## src/sv/gfe_pkg.sv

```systemverilog
// shared types, codes and constants of the 3x3 gray filter engine
package gfe_pkg;

  localparam int GFE_MAX_WIDTH  = 1024;
  localparam int GFE_MAX_HEIGHT = 1024;

  localparam int PIX_W   = 8;
  localparam int COORD_W = 10;

  // filter modes
  localparam logic [2:0] MODE_SMOOTH  = 3'd0;
  localparam logic [2:0] MODE_INVERT  = 3'd1;
  localparam logic [2:0] MODE_EDGE    = 3'd2;
  localparam logic [2:0] MODE_SHARPEN = 3'd3;
  localparam logic [2:0] MODE_COPY    = 3'd4;

  // register indexes
  localparam logic [1:0] REG_FILTER_MODE  = 2'd0;
  localparam logic [1:0] REG_IMAGE_WIDTH  = 2'd1;
  localparam logic [1:0] REG_IMAGE_HEIGHT = 2'd2;
  localparam logic [1:0] REG_MAX_GRAY     = 2'd3;

  // which result of an input item is being produced
  localparam logic [1:0] KIND_CENTER = 2'd0;
  localparam logic [1:0] KIND_RIGHT  = 2'd1;
  localparam logic [1:0] KIND_BOTTOM = 2'd2;
  localparam logic [1:0] KIND_CORNER = 2'd3;

  // ceil(2^16 / 9), exact for dividends below 32768
  localparam logic [12:0] DIV9_RECIP = 13'd7282;
  localparam int          DIV9_SHIFT = 16;

  typedef struct packed {
    logic [2:0]       filter_mode;
    logic [10:0]      image_width;
    logic [10:0]      image_height;
    logic [PIX_W-1:0] max_gray;
  } gfe_cfg_t;

  // window column-major: win[col*3+row], centre win[4]
  typedef struct packed {
    logic                  valid;
    logic                  has_out;
    logic                  border;
    logic                  last_col;
    logic                  last_row;
    logic [8:0][PIX_W-1:0] win;
  } gfe_item_t;

endpackage

```

## src/sv/gfe_cfg_regs.sv

```systemverilog
// register file of the filter engine behind an apb-style port
module gfe_cfg_regs (
  input  logic              clk_i,
  input  logic              rst_ni,
  input  logic              psel,
  input  logic              penable,
  input  logic              pwrite,
  input  logic [3:0]        paddr,
  input  logic [31:0]       pwdata,
  output logic [31:0]       prdata,
  output logic              pready,
  output gfe_pkg::gfe_cfg_t cfg_o,
  output logic              restart_o
);
  import gfe_pkg::*;

  gfe_cfg_t   cfg_q, cfg_d;
  logic       wr_en;
  logic [1:0] reg_idx;

  assign pready  = 1'b1;
  assign wr_en   = psel && penable && pwrite;
  assign reg_idx = paddr[3:2];

  always_comb begin
    cfg_d     = cfg_q;
    restart_o = 1'b0;
    if (wr_en) begin
      case (reg_idx)
        REG_FILTER_MODE: cfg_d.filter_mode = pwdata[2:0];
        REG_IMAGE_WIDTH: begin
          cfg_d.image_width = pwdata[10:0];
          restart_o         = 1'b1;
        end
        REG_IMAGE_HEIGHT: begin
          cfg_d.image_height = pwdata[10:0];
          restart_o          = 1'b1;
        end
        default: cfg_d.max_gray = pwdata[7:0];
      endcase
    end
  end

  always_ff @(posedge clk_i or negedge rst_ni) begin
    if (!rst_ni) begin
      cfg_q.filter_mode  <= MODE_SMOOTH;
      cfg_q.image_width  <= 11'd1024;
      cfg_q.image_height <= 11'd1024;
      cfg_q.max_gray     <= 8'd255;
    end else begin
      cfg_q <= cfg_d;
    end
  end

  always_comb begin
    case (reg_idx)
      REG_FILTER_MODE:  prdata = {29'd0, cfg_q.filter_mode};
      REG_IMAGE_WIDTH:  prdata = {21'd0, cfg_q.image_width};
      REG_IMAGE_HEIGHT: prdata = {21'd0, cfg_q.image_height};
      default:          prdata = {24'd0, cfg_q.max_gray};
    endcase
  end

  assign cfg_o = cfg_q;

endmodule

```

## config.mk

```make
export PLATFORM = sky130hd
export DESIGN_NAME = gfe_cfg_regs
export DESIGN_NICKNAME = d
export VERILOG_FILES = /design/src/sv/gfe_pkg.sv /design/src/sv/gfe_cfg_regs.sv
export SDC_FILE = /design/constraint.sdc
export NUM_CORES = 1
export LEC_CHECK = 0
export ABC_CLOCK_PERIOD_IN_PS = 3000
export BUFFER_PORTS_ARGS = -buffer_cell sky130_fd_sc_hd__buf_4
export CAP_MARGIN = 20
export CORE_ASPECT_RATIO = 0.5
export CORE_UTILIZATION = 46
export DETAILED_ROUTE_END_ITERATION = 12
export GPL_TIMING_DRIVEN = 0
export PLACE_DENSITY = 0.84
export SKIP_CTS_REPAIR_TIMING = 1
export SYNTH_ARGS = -nofsm -noshare
export SYNTH_HDL_FRONTEND = slang
export SYNTH_SLANG_ARGS = --single-unit
```

## constraint.sdc

```tcl
create_clock -name clk_i -period 3 [get_ports clk_i]
set_input_delay 0.45 -clock clk_i [delete_from_list [all_inputs] [get_ports clk_i]]
set_output_delay 0.45 -clock clk_i [all_outputs]
set_load 0.01 [all_outputs]
```

==> metrics.md <==
| Metric | Value |
|---|---|
| CP required | 2.55 ns |
| Pwr Density | 622 nW/um2 |
| Mapped Cells | 138 |
| Syn Area/Cell | 13.0 um2 |
| Max-cap violations | 0 |
| Synth cell types | 19 |
| Initial core utilization | 50.1% |
| Antenna violations before repair | 0 |
| Share of cells above drive strength 1 | 60.5% |
| Global-route wire length before repair | 6.49 mm |
| NumNets Final | 273 |
| Slew Viols, Final | 0 |
| Leakage power total | 1.32 nW |
| Status | finished clean |
| Fin cells | 279 |
| Num ports | 108 |
| TNS Setup | 0 ns |
| Drt initial violations | 69 |
| DR pass1 iterations | 4 |
| Worst Path Arrival | 1.86 ns |
| Commonest non-fill, non-tap cell in the layout | buf_4 |
| Psw | 0.000467 W |
| Area Growth Syn to Fin | 38.6% |
| All-Layer GR Usage | 21.0% |
| Clock sink count | 33 |
| Switching fraction of total power | 30.2% |
| Die W | 90.4 um |
| Clock-pin slew on the worst setup and hold paths | 0.07 ns |
| Critical path fanouts, max | 10 |
| Footprint of the multi-input gates | 808 um2 |
| Total number of vias | 1356 |
| VDD IR max | 0.000400 V |
| Clock power frac | 22.4% |
| WS Path Type | in2out |
| Most frequent cells in the layout | buf_4, dfrtp_1, conb_1 |
| Period utilization | 77.2% |
| Final setup fails | 0 |
| Clock Skews | 0 ns |
| Setup crit end kind | primary output |
| Vias in the first global route | 1274 |
| RSZ-0062 raised after global routing | false |
| Final setup margin | 0.685 ns |
| Startpoint Class | primary input |
| Layout fillers | 267 |
| DRC Markers | 0 |
| CTS buffer count | 5 |
| Total Die Area | 4170 um2 |
| Hpwl dp | 2.98 mm |
| Seq cells post-synth | 33 |
| Int Power | 0.00108 W |
| Max Fclk | 0.432 GHz |
| Core area | 3580 um2 |
| Synth warn | 0 |
| Sequential power share | 43.0% |
| Synthesized area | 1800 um2 |
| Vias per cell | 4.86 |
| Place WS | 0.745 ns |
| ANT cells | 0 |
| WL final | 4.20 mm |
| Clk root buf | clkbuf_8 |
| Fin. Hold Viols | 0 |
| Placed insts | 271 |
| I/O Buffers | 62 |
| Minimum clock period | 2.31 ns |
| Combinational power share | 34.5% |
| Worst skew pair latency | 0.28 ns |
| Pin count of the biggest net entering global routing | 34 |
| Gpl congestion | 0.765 |
| Hold crit path type | in2async |
| Slew @ Worst Pin | 0.590 ns |
| Slew margin rel. | 60.7% |
| Largest register FFs | 33 |
| Longest Clk Path Bufs | 2 |
| DRT antenna net count | 0 |
| Seq. cell area | 838 um2 |
| Seq/Total Area, Yosys | 46.7% |
| Grt ovf | 0 |
| H-tree levels | 2 |
| TritonCTS clock tree | built |
| Rows | 15 |
| Wire length per cell | 15.1 um |
| Die Y | 46.2 um |
per-layer routing:
metal	part of all wire [%]	wire length, um	up-vias	GRT usage, %
li1	-	-	621	-
met1	42	1760	676	24.2
met2	51	2150	51	38.8
met3	5.8	243	8	5.28
met4	1.4	60	0	9.68
met5	0	0	-	0
worst max-delay path, stage by stage:
cell,delay [ns]
buf_4,0.13
inv_1,0.07
ha_1,0.21
clkbuf_1,0.48
a22oi_1,0.15
o21ai_0,0.21
buf_4,0.16
kinds of logic after synthesis:
family	count (synthesis)	synth area share, %
multiplexers	36	26.5
buffers and inverters	33	12.5
AO/OA/AOI/OAI	16	6.41
flip-flops	33	46.7
AND/OR/NAND/NOR	13	3.97
adder cells (fa/ha/maj)	5	3.48
other	2	0.418
cell type report:
cell class / instances / share of cell area, %
Timing Repair Buffer: 62 / 18.7
Sequential cell: 33 / 33.7
Clock buffer: 8 / 3.62
Buffer: 28 / 8.29
Tap cell: 51 / 2.56
Multi-Input combinational cell: 92 / 32.4
Inverter: 5 / 0.753
power by group through the flow:
stage	logic, W	clock network [W]	registers [W]
global route	0.000572	0.000369	0.000680
finish	0.000535	0.000347	0.000667
floorplan	0.000223	0	0.000701
detailed placement	0.000536	0	0.000669
CTS	0.000540	0.000349	0.000665
global placement	0.000519	0	0.000661
per-stage QoR:
| step | total power, W | hold slack [ns] | instance area (um2) | utilization (%) |
|---|---|---|---|---|
| after global placement | 0.00118 | 0.406 | 2400 | 67.0 |
| after global routing | 0.00162 | 0.118 | 2490 | 69.5 |
| after floorplan | 0.000924 | 0.154 | 1870 | - |
| after detailed placement | 0.00120 | 0.412 | 2400 | 67.0 |
| after CTS | 0.00155 | 0.107 | 2490 | 69.5 |
| final | 0.00155 | 0.0919 | 2490 | 69.5 |
cell usage after synthesis:
master | instances | area [um2]
nand2_1 | 5 | 18.8
conb_1 | 2 | 7.51
a222oi_1 | 3 | 30.0
clkbuf_1 | 3 | 11.3
inv_1 | 5 | 18.8
buf_4 | 23 | 173
nor2_1 | 3 | 11.3
dfstp_2 | 10 | 263
mux2_2 | 13 | 146
nand4_1 | 3 | 18.8
o21ai_0 | 5 | 25.0
mux2i_1 | 3 | 30.0
buf_6 | 2 | 22.5
and4_2 | 1 | 10.0
mux2_4 | 20 | 300
a22oi_1 | 8 | 60.1
dfrtp_1 | 23 | 576
ha_1 | 5 | 62.6
nand4_2 | 1 | 12.5
worst paths after layout:
path,end,cells after the start,slack [ns],from
setup / recovery,prdata[4],7,0.69,paddr[3]
hold / removal,cfg_o[27],1,0.09,rst_ni
setup reg to reg,cfg_o[10],1,2.20,cfg_o[10]
hold reg to reg,cfg_o[15],1,0.55,cfg_o[15]
max in group asynchronous,cfg_o[5],1,2.58,rst_ni
min in group clk_i,cfg_o[18],2,0.40,pwdata[10]
Power figures use the tool's default switching activity.
