==> src/sv/gfe_pkg.sv <==
// shared types, codes and constants of the 3x3 gray filter engine
package gfe_pkg;

  localparam int GFE_MAX_WIDTH  = 1024;
  localparam int GFE_MAX_HEIGHT = 1024;

  localparam int PIX_W   = 8;
  localparam int COORD_W = 10;

  // filter modes
  localparam logic [2:0] MODE_SMOOTH  = 3'd0;
  localparam logic [2:0] MODE_INVERT  = 3'd1;
  localparam logic [2:0] MODE_EDGE    = 3'd2;
  localparam logic [2:0] MODE_SHARPEN = 3'd3;
  localparam logic [2:0] MODE_COPY    = 3'd4;

  // register indexes
  localparam logic [1:0] REG_FILTER_MODE  = 2'd0;
  localparam logic [1:0] REG_IMAGE_WIDTH  = 2'd1;
  localparam logic [1:0] REG_IMAGE_HEIGHT = 2'd2;
  localparam logic [1:0] REG_MAX_GRAY     = 2'd3;

  // which result of an input item is being produced
  localparam logic [1:0] KIND_CENTER = 2'd0;
  localparam logic [1:0] KIND_RIGHT  = 2'd1;
  localparam logic [1:0] KIND_BOTTOM = 2'd2;
  localparam logic [1:0] KIND_CORNER = 2'd3;

  // ceil(2^16 / 9), exact for dividends below 32768
  localparam logic [12:0] DIV9_RECIP = 13'd7282;
  localparam int          DIV9_SHIFT = 16;

  typedef struct packed {
    logic [2:0]       filter_mode;
    logic [10:0]      image_width;
    logic [10:0]      image_height;
    logic [PIX_W-1:0] max_gray;
  } gfe_cfg_t;

  // window column-major: win[col*3+row], centre win[4]
  typedef struct packed {
    logic                  valid;
    logic                  has_out;
    logic                  border;
    logic                  last_col;
    logic                  last_row;
    logic [8:0][PIX_W-1:0] win;
  } gfe_item_t;

endpackage

==> src/sv/gfe_kernel.sv <==
// per-result pixel arithmetic: box mean, laplace, sharpen, invert, copy
module gfe_kernel (
  input  gfe_pkg::gfe_cfg_t  cfg_i,
  input  gfe_pkg::gfe_item_t item_i,
  input  logic [1:0]         kind_i,
  output logic [7:0]         value_o
);
  import gfe_pkg::*;

  logic [PIX_W-1:0]  src;
  logic              border;
  logic [11:0]       sum9;
  logic signed [11:0] lap;
  logic [11:0]       lap_abs;
  logic [11:0]       dividend;
  logic [24:0]       prod;
  logic [7:0]        quot;
  logic signed [13:0] sharp;
  logic [7:0]        sharp_clip;
  logic [7:0]        inv;

  always_comb begin
    case (kind_i)
      KIND_CENTER: src = item_i.win[4];
      KIND_RIGHT:  src = item_i.win[7];
      KIND_BOTTOM: src = item_i.win[5];
      default:     src = item_i.win[8];
    endcase
  end

  assign border = (kind_i != KIND_CENTER) || item_i.border;

  always_comb begin
    sum9 = '0;
    for (int k = 0; k < 9; k++) begin
      sum9 = sum9 + 12'(item_i.win[k]);
    end
  end

  assign lap = $signed({2'b00, item_i.win[4], 2'b00})
             - $signed({4'd0, item_i.win[1]}) - $signed({4'd0, item_i.win[3]})
             - $signed({4'd0, item_i.win[5]}) - $signed({4'd0, item_i.win[7]});
  assign lap_abs = lap[11] ? 12'(-lap) : 12'(lap);

  // one shared reciprocal multiply for both /9 modes
  assign dividend = (cfg_i.filter_mode == MODE_EDGE) ? lap_abs : sum9;
  assign prod     = 25'(dividend) * 25'(DIV9_RECIP);
  assign quot     = prod[DIV9_SHIFT +: 8];

  // 10c - sum9 is 9c minus the eight neighbours
  assign sharp = $signed(14'({item_i.win[4], 3'b000}) + 14'({item_i.win[4], 1'b0}))
               - $signed(14'(sum9));

  always_comb begin
    if (sharp < 14'sd0) begin
      sharp_clip = '0;
    end else if (sharp > $signed({6'd0, cfg_i.max_gray})) begin
      sharp_clip = cfg_i.max_gray;
    end else begin
      sharp_clip = sharp[7:0];
    end
  end

  assign inv = (src > cfg_i.max_gray) ? 8'd0 : cfg_i.max_gray - src;

  always_comb begin
    case (cfg_i.filter_mode)
      MODE_SMOOTH:  value_o = border ? 8'd0 : quot;
      MODE_INVERT:  value_o = inv;
      MODE_EDGE:    value_o = border ? 8'd0 : quot;
      MODE_SHARPEN: value_o = border ? 8'd0 : sharp_clip;
      default:      value_o = src;
    endcase
  end

endmodule

==> config.mk <==
export PLATFORM = sky130hd
export DESIGN_NAME = gfe_kernel
export DESIGN_NICKNAME = d
export VERILOG_FILES = /design/src/sv/gfe_pkg.sv /design/src/sv/gfe_kernel.sv
export SDC_FILE = /design/constraint.sdc
export NUM_CORES = 1
export LEC_CHECK = 0
export BUFFER_PORTS_ARGS = -buffer_cell sky130_fd_sc_hd__buf_2
export CORE_MARGIN = 5
export CORE_UTILIZATION = 54
export DETAILED_ROUTE_END_ITERATION = 10
export PLACE_DENSITY = 0.8
export SETUP_SLACK_MARGIN = 0.4
export SYNTH_ARGS = -nofsm -noshare
export SYNTH_HDL_FRONTEND = slang
export SYNTH_SLANG_ARGS = --single-unit
==> constraint.sdc <==
create_clock -name vclk -period 21.2
set_input_delay 4.24 -clock vclk [all_inputs]
set_output_delay 4.24 -clock vclk [all_outputs]
set_load 0.05 [all_outputs]
==> qor.txt, run 1 <==
run status: completed
Most Frequent Cell on Critical Path: inv_1
Post-CTS Setup Bufs: 0
MaxCap Viol Count: 0
fmax: 55.6 MHz
NumNets Final: 1253
crit end category: primary output
core area: 12800 um2
dominant cells by area after synthesis: fa_1 30%, ha_1 23%, inv_1 10%
WL/cell: 15.6 um
fin util: 0.607
critical setup path kind: in2out
syn nets: 1165
Syn Area/Cell: 8.67 um2
Hold Crit Depth: 5
Finish-stage setup viols: 0
crit path max fanout: 12
post-route design area: 7750 um2
Initial Util: 0.555
delay-heaviest family, CP: adder cells
initial DRC count: 349
Fin. Hold Viols: 0
Final Cycle Share: 0.848
most frequent cells in the layout: 194 x inv_1, 129 x ha_1, 106 x fa_1
CP Launch Type: input pin
Crit. path cell count: 40
Die X: 125 um
GRT overflow: 0
mapped cell area: 7090 um2
Hold Crit Class: in2out
commonest non-fill, non-tap cell in the layout: inv_1
max-slew violation count: 0
Buffers & Inverters on Critical Path: 8
HPWL Detailed: 15400 um
gpl congestion: 0.933
global-route wire length before repair: 29200 um
number of global-route vias before repair: 6388
FFs & Latches: 0
top cell type's share of synthesized area: 0.299
Antenna Nets Post-Route: 0
Rel. slew slack: 0.517
hold path start: cfg_i[30]
Worst Tran Pin Value: 722 ps
Worst setup endpoint: value_o[5]
layout cells sized above 1: 0.126
initial antenna violation count: 0
# DRC: 0
register area share after synthesis: 0
clk_buf instances: 0
RSZ-0062 raised after global routing: no
Synth Instances: 818
CTS Hold Bufs: 0
P&R area growth vs syn: 9.26%
Buffers on Ports: 94
Post-DP Area: 7750 um2
register area: 0 um2
Placed Cells: 1076
I/O Pins: 120
via/cell ratio: 5.58
All-Layer GR Usage: 0.221
Yosys cell types: 57
largest net degree at the start of global routing: 24
Req. time, crit path: 16960 ps
WL final: 16800 um
crit path launch: item_i[32]
Pre-antenna DRT Iters: 5
die span in y: 125 um
min Tclk post-route: 17980 ps
setup TNS: 0 ps
Cell Rows: 41
max incr delay on CP: 590 ps
ant diodes: 0
Synthesis Warnings: 0
Via Count: 5999
Layout Cells excl Fill: 1076
highest-delay cell along the critical path: nor2_1
Die Area: 15500 um2
# resized after CTS: 0
post-synth top area cell: fa_1
Critical Path AT: 13740 ps
routing by layer:
metal	vias up	track usage	wire [um]	part of all wire
li1	2905	-	-	-
met1	2895	0.299	7480	0.45
met2	175	0.396	8190	0.49
met3	24	0.0124	845	0.050
met4	0	0.0368	280	0.017
met5	-	0	0	0
worst min path at each step:
stage / endpoint / slack [ps]
floorplan: value_o[0] / 8860
global placement: value_o[0] / 9040
detailed placement: value_o[0] / 9050
CTS: value_o[0] / 9050
global route: value_o[0] / 9090
finish: value_o[0] / 9060
tightest hold or removal path, stage by stage:
cell,delay [ps]
buf_2,140
nor2b_1,90
nand2_1,70
a2bb2oi_1,70
buf_2,210
Yosys cell counts (all sizes together) (9+ instances only):
master  count
nor3       17
a21oi      44
a21o       20
xnor2      33
nand2      28
inv       194
nor2       43
o211ai      9
xor2       17
o21ai      26
ha        129
fa        106
mux2i       9
cell families (layout without fill, tap and decap cells):
kind of cell,Yosys count,count (layout),synth area share
xor+xnor,51,51,0.0649
mux,25,25,0.0519
simple gates,147,147,0.103
compound gates,157,157,0.145
buf+inv,203,289,0.108
fa+ha+maj,235,235,0.527
cell type report:
type	instances	area (um2)
well taps	172	215
fillers	1116	5020
multi-input cells	615	6330
inverters	194	728
repair buffers	95	478
through the flow:
step	hold slack [ps]	setup WS, ps
final	9060	3220
after floorplan	8860	3910
after global placement	9040	3350
after CTS	9050	3230
after global routing	9090	2410
after detailed placement	9050	3230
Power of run 1 is left out: the tool's default activity adds up to more than one toggle a clock period on the data nets, which glitch-free logic cannot reach.
==> inputs of run 2 (changes only) <==
- clock period: 21.2 -> 18.6 ns (I/O delays scaled with it)
==> run 2 against run 1 <==
First-iteration DRC count fell by 4.6%. Core utilization did not move. Setup slack got worse by 1500 ps. Routed wire length rose by 0.96%. Flip-flop and latch count did not move. Via count fell by 1.1%. Critical path depth rose by 1. Worst hold slack got worse by 1100 ps. Final cell count did not move. Global-route usage fell by 0.34 points. Critical endpoint unchanged. Largest cell class unchanged. Highest routed layer unchanged.
==> qor.txt, run 2 (synthesis gave the netlist of run 1 again) <==
run status: completed
fin util: 0.607
largest net degree at the start of global routing: 24
initial DRC count: 333
# resized after CTS: 0
NumNets Final: 1253
Final Cycle Share: 0.910
FFs & Latches: 0
Multi-input gate area: 6330 um2
Req. time, crit path: 14880 ps
Die Area: 15500 um2
commonest non-fill, non-tap cell in the layout: inv_1
Buffers & Inverters on Critical Path: 9
setup TNS: 0 ps
Die X: 125 um
number of global-route vias before repair: 6189
crit end category: primary output
Placed Cells: 1076
Fin. Hold Viols: 0
post-place setup slack: 1740 ps
Fillers: 1133
GRT overflow: 0
P&R area growth vs syn: 9.26%
WL/cell: 15.8 um
highest-delay cell along the critical path: nor2_1
Finish-stage setup viols: 0
layout cells sized above 1: 0.126
die span in y: 125 um
global-route wire length before repair: 28400 um
gpl congestion: 0.986
MaxCap Viol Count: 0
fmax: 59.1 MHz
Cell Rows: 41
min Tclk post-route: 16920 ps
clk_buf instances: 0
ant diodes: 0
HPWL Detailed: 15600 um
max incr delay on CP: 590 ps
Post-CTS Setup Bufs: 0
All-Layer GR Usage: 0.217
register area: 0 um2
CP Launch Type: input pin
via/cell ratio: 5.52
# DRC: 0
Critical Path AT: 13200 ps
CTS Hold Bufs: 0
Hold Crit Class: in2out
Worst Tran Pin Value: 717 ps
Initial Util: 0.555
max-slew violation count: 0
Pre-antenna DRT Iters: 5
Antenna Nets Post-Route: 0
I/O Pins: 120
most frequent cells in the layout: 194 x inv_1, 129 x ha_1, 106 x fa_1
worst setup margin: 1680 ps
Layout Cells excl Fill: 1076
core area: 12800 um2
WL final: 17000 um
Most Frequent Cell on Critical Path: inv_1
Rel. slew slack: 0.520
critical setup path kind: in2out
RSZ-0062 raised after global routing: no
crit path max fanout: 12
delay-heaviest family, CP: adder cells
initial antenna violation count: 0
Via Count: 5936
Buffers on Ports: 94
[run 2: cell counts in the layout (fill, tap and decap cells not counted)]
No cell type changed its count.
[run 2: layer usage]
metal	global-route usage	part of all wire	vias to the layer above	routed length (um)
met5	0	0	-	0
met4	0.0574	0.030	0	506
met3	0.0206	0.049	39	823
met2	0.379	0.48	153	8170
met1	0.290	0.44	2840	7460
li1	-	-	2904	-
[run 2: layout make-up]
class,instances,share of cell area
multi-input cells,615,0.817
well taps,172,0.0278
repair buffers,95,0.0617
inverters,194,0.0939
[run 2: path summary, 6_finish.rpt]
| kind | start | slack (ps) | cells after the start | endpoint |
|---|---|---|---|---|
| worst max-delay path | item_i[10] | 1680 | 41 | value_o[5] |
| worst min-delay path | cfg_i[30] | 8010 | 5 | value_o[0] |
[run 2: through the flow]
step | hold WS (ps) | instance area, um2
4_1_cts | 8010 | 7750
6_report | 8010 | 7750
2_1_floorplan | 7820 | 7090
3_3_place_gp | 8000 | 7750
5_1_grt | 8040 | 7750
3_5_place_dp | 8010 | 7750
Power of run 2 is left out for the same reason.
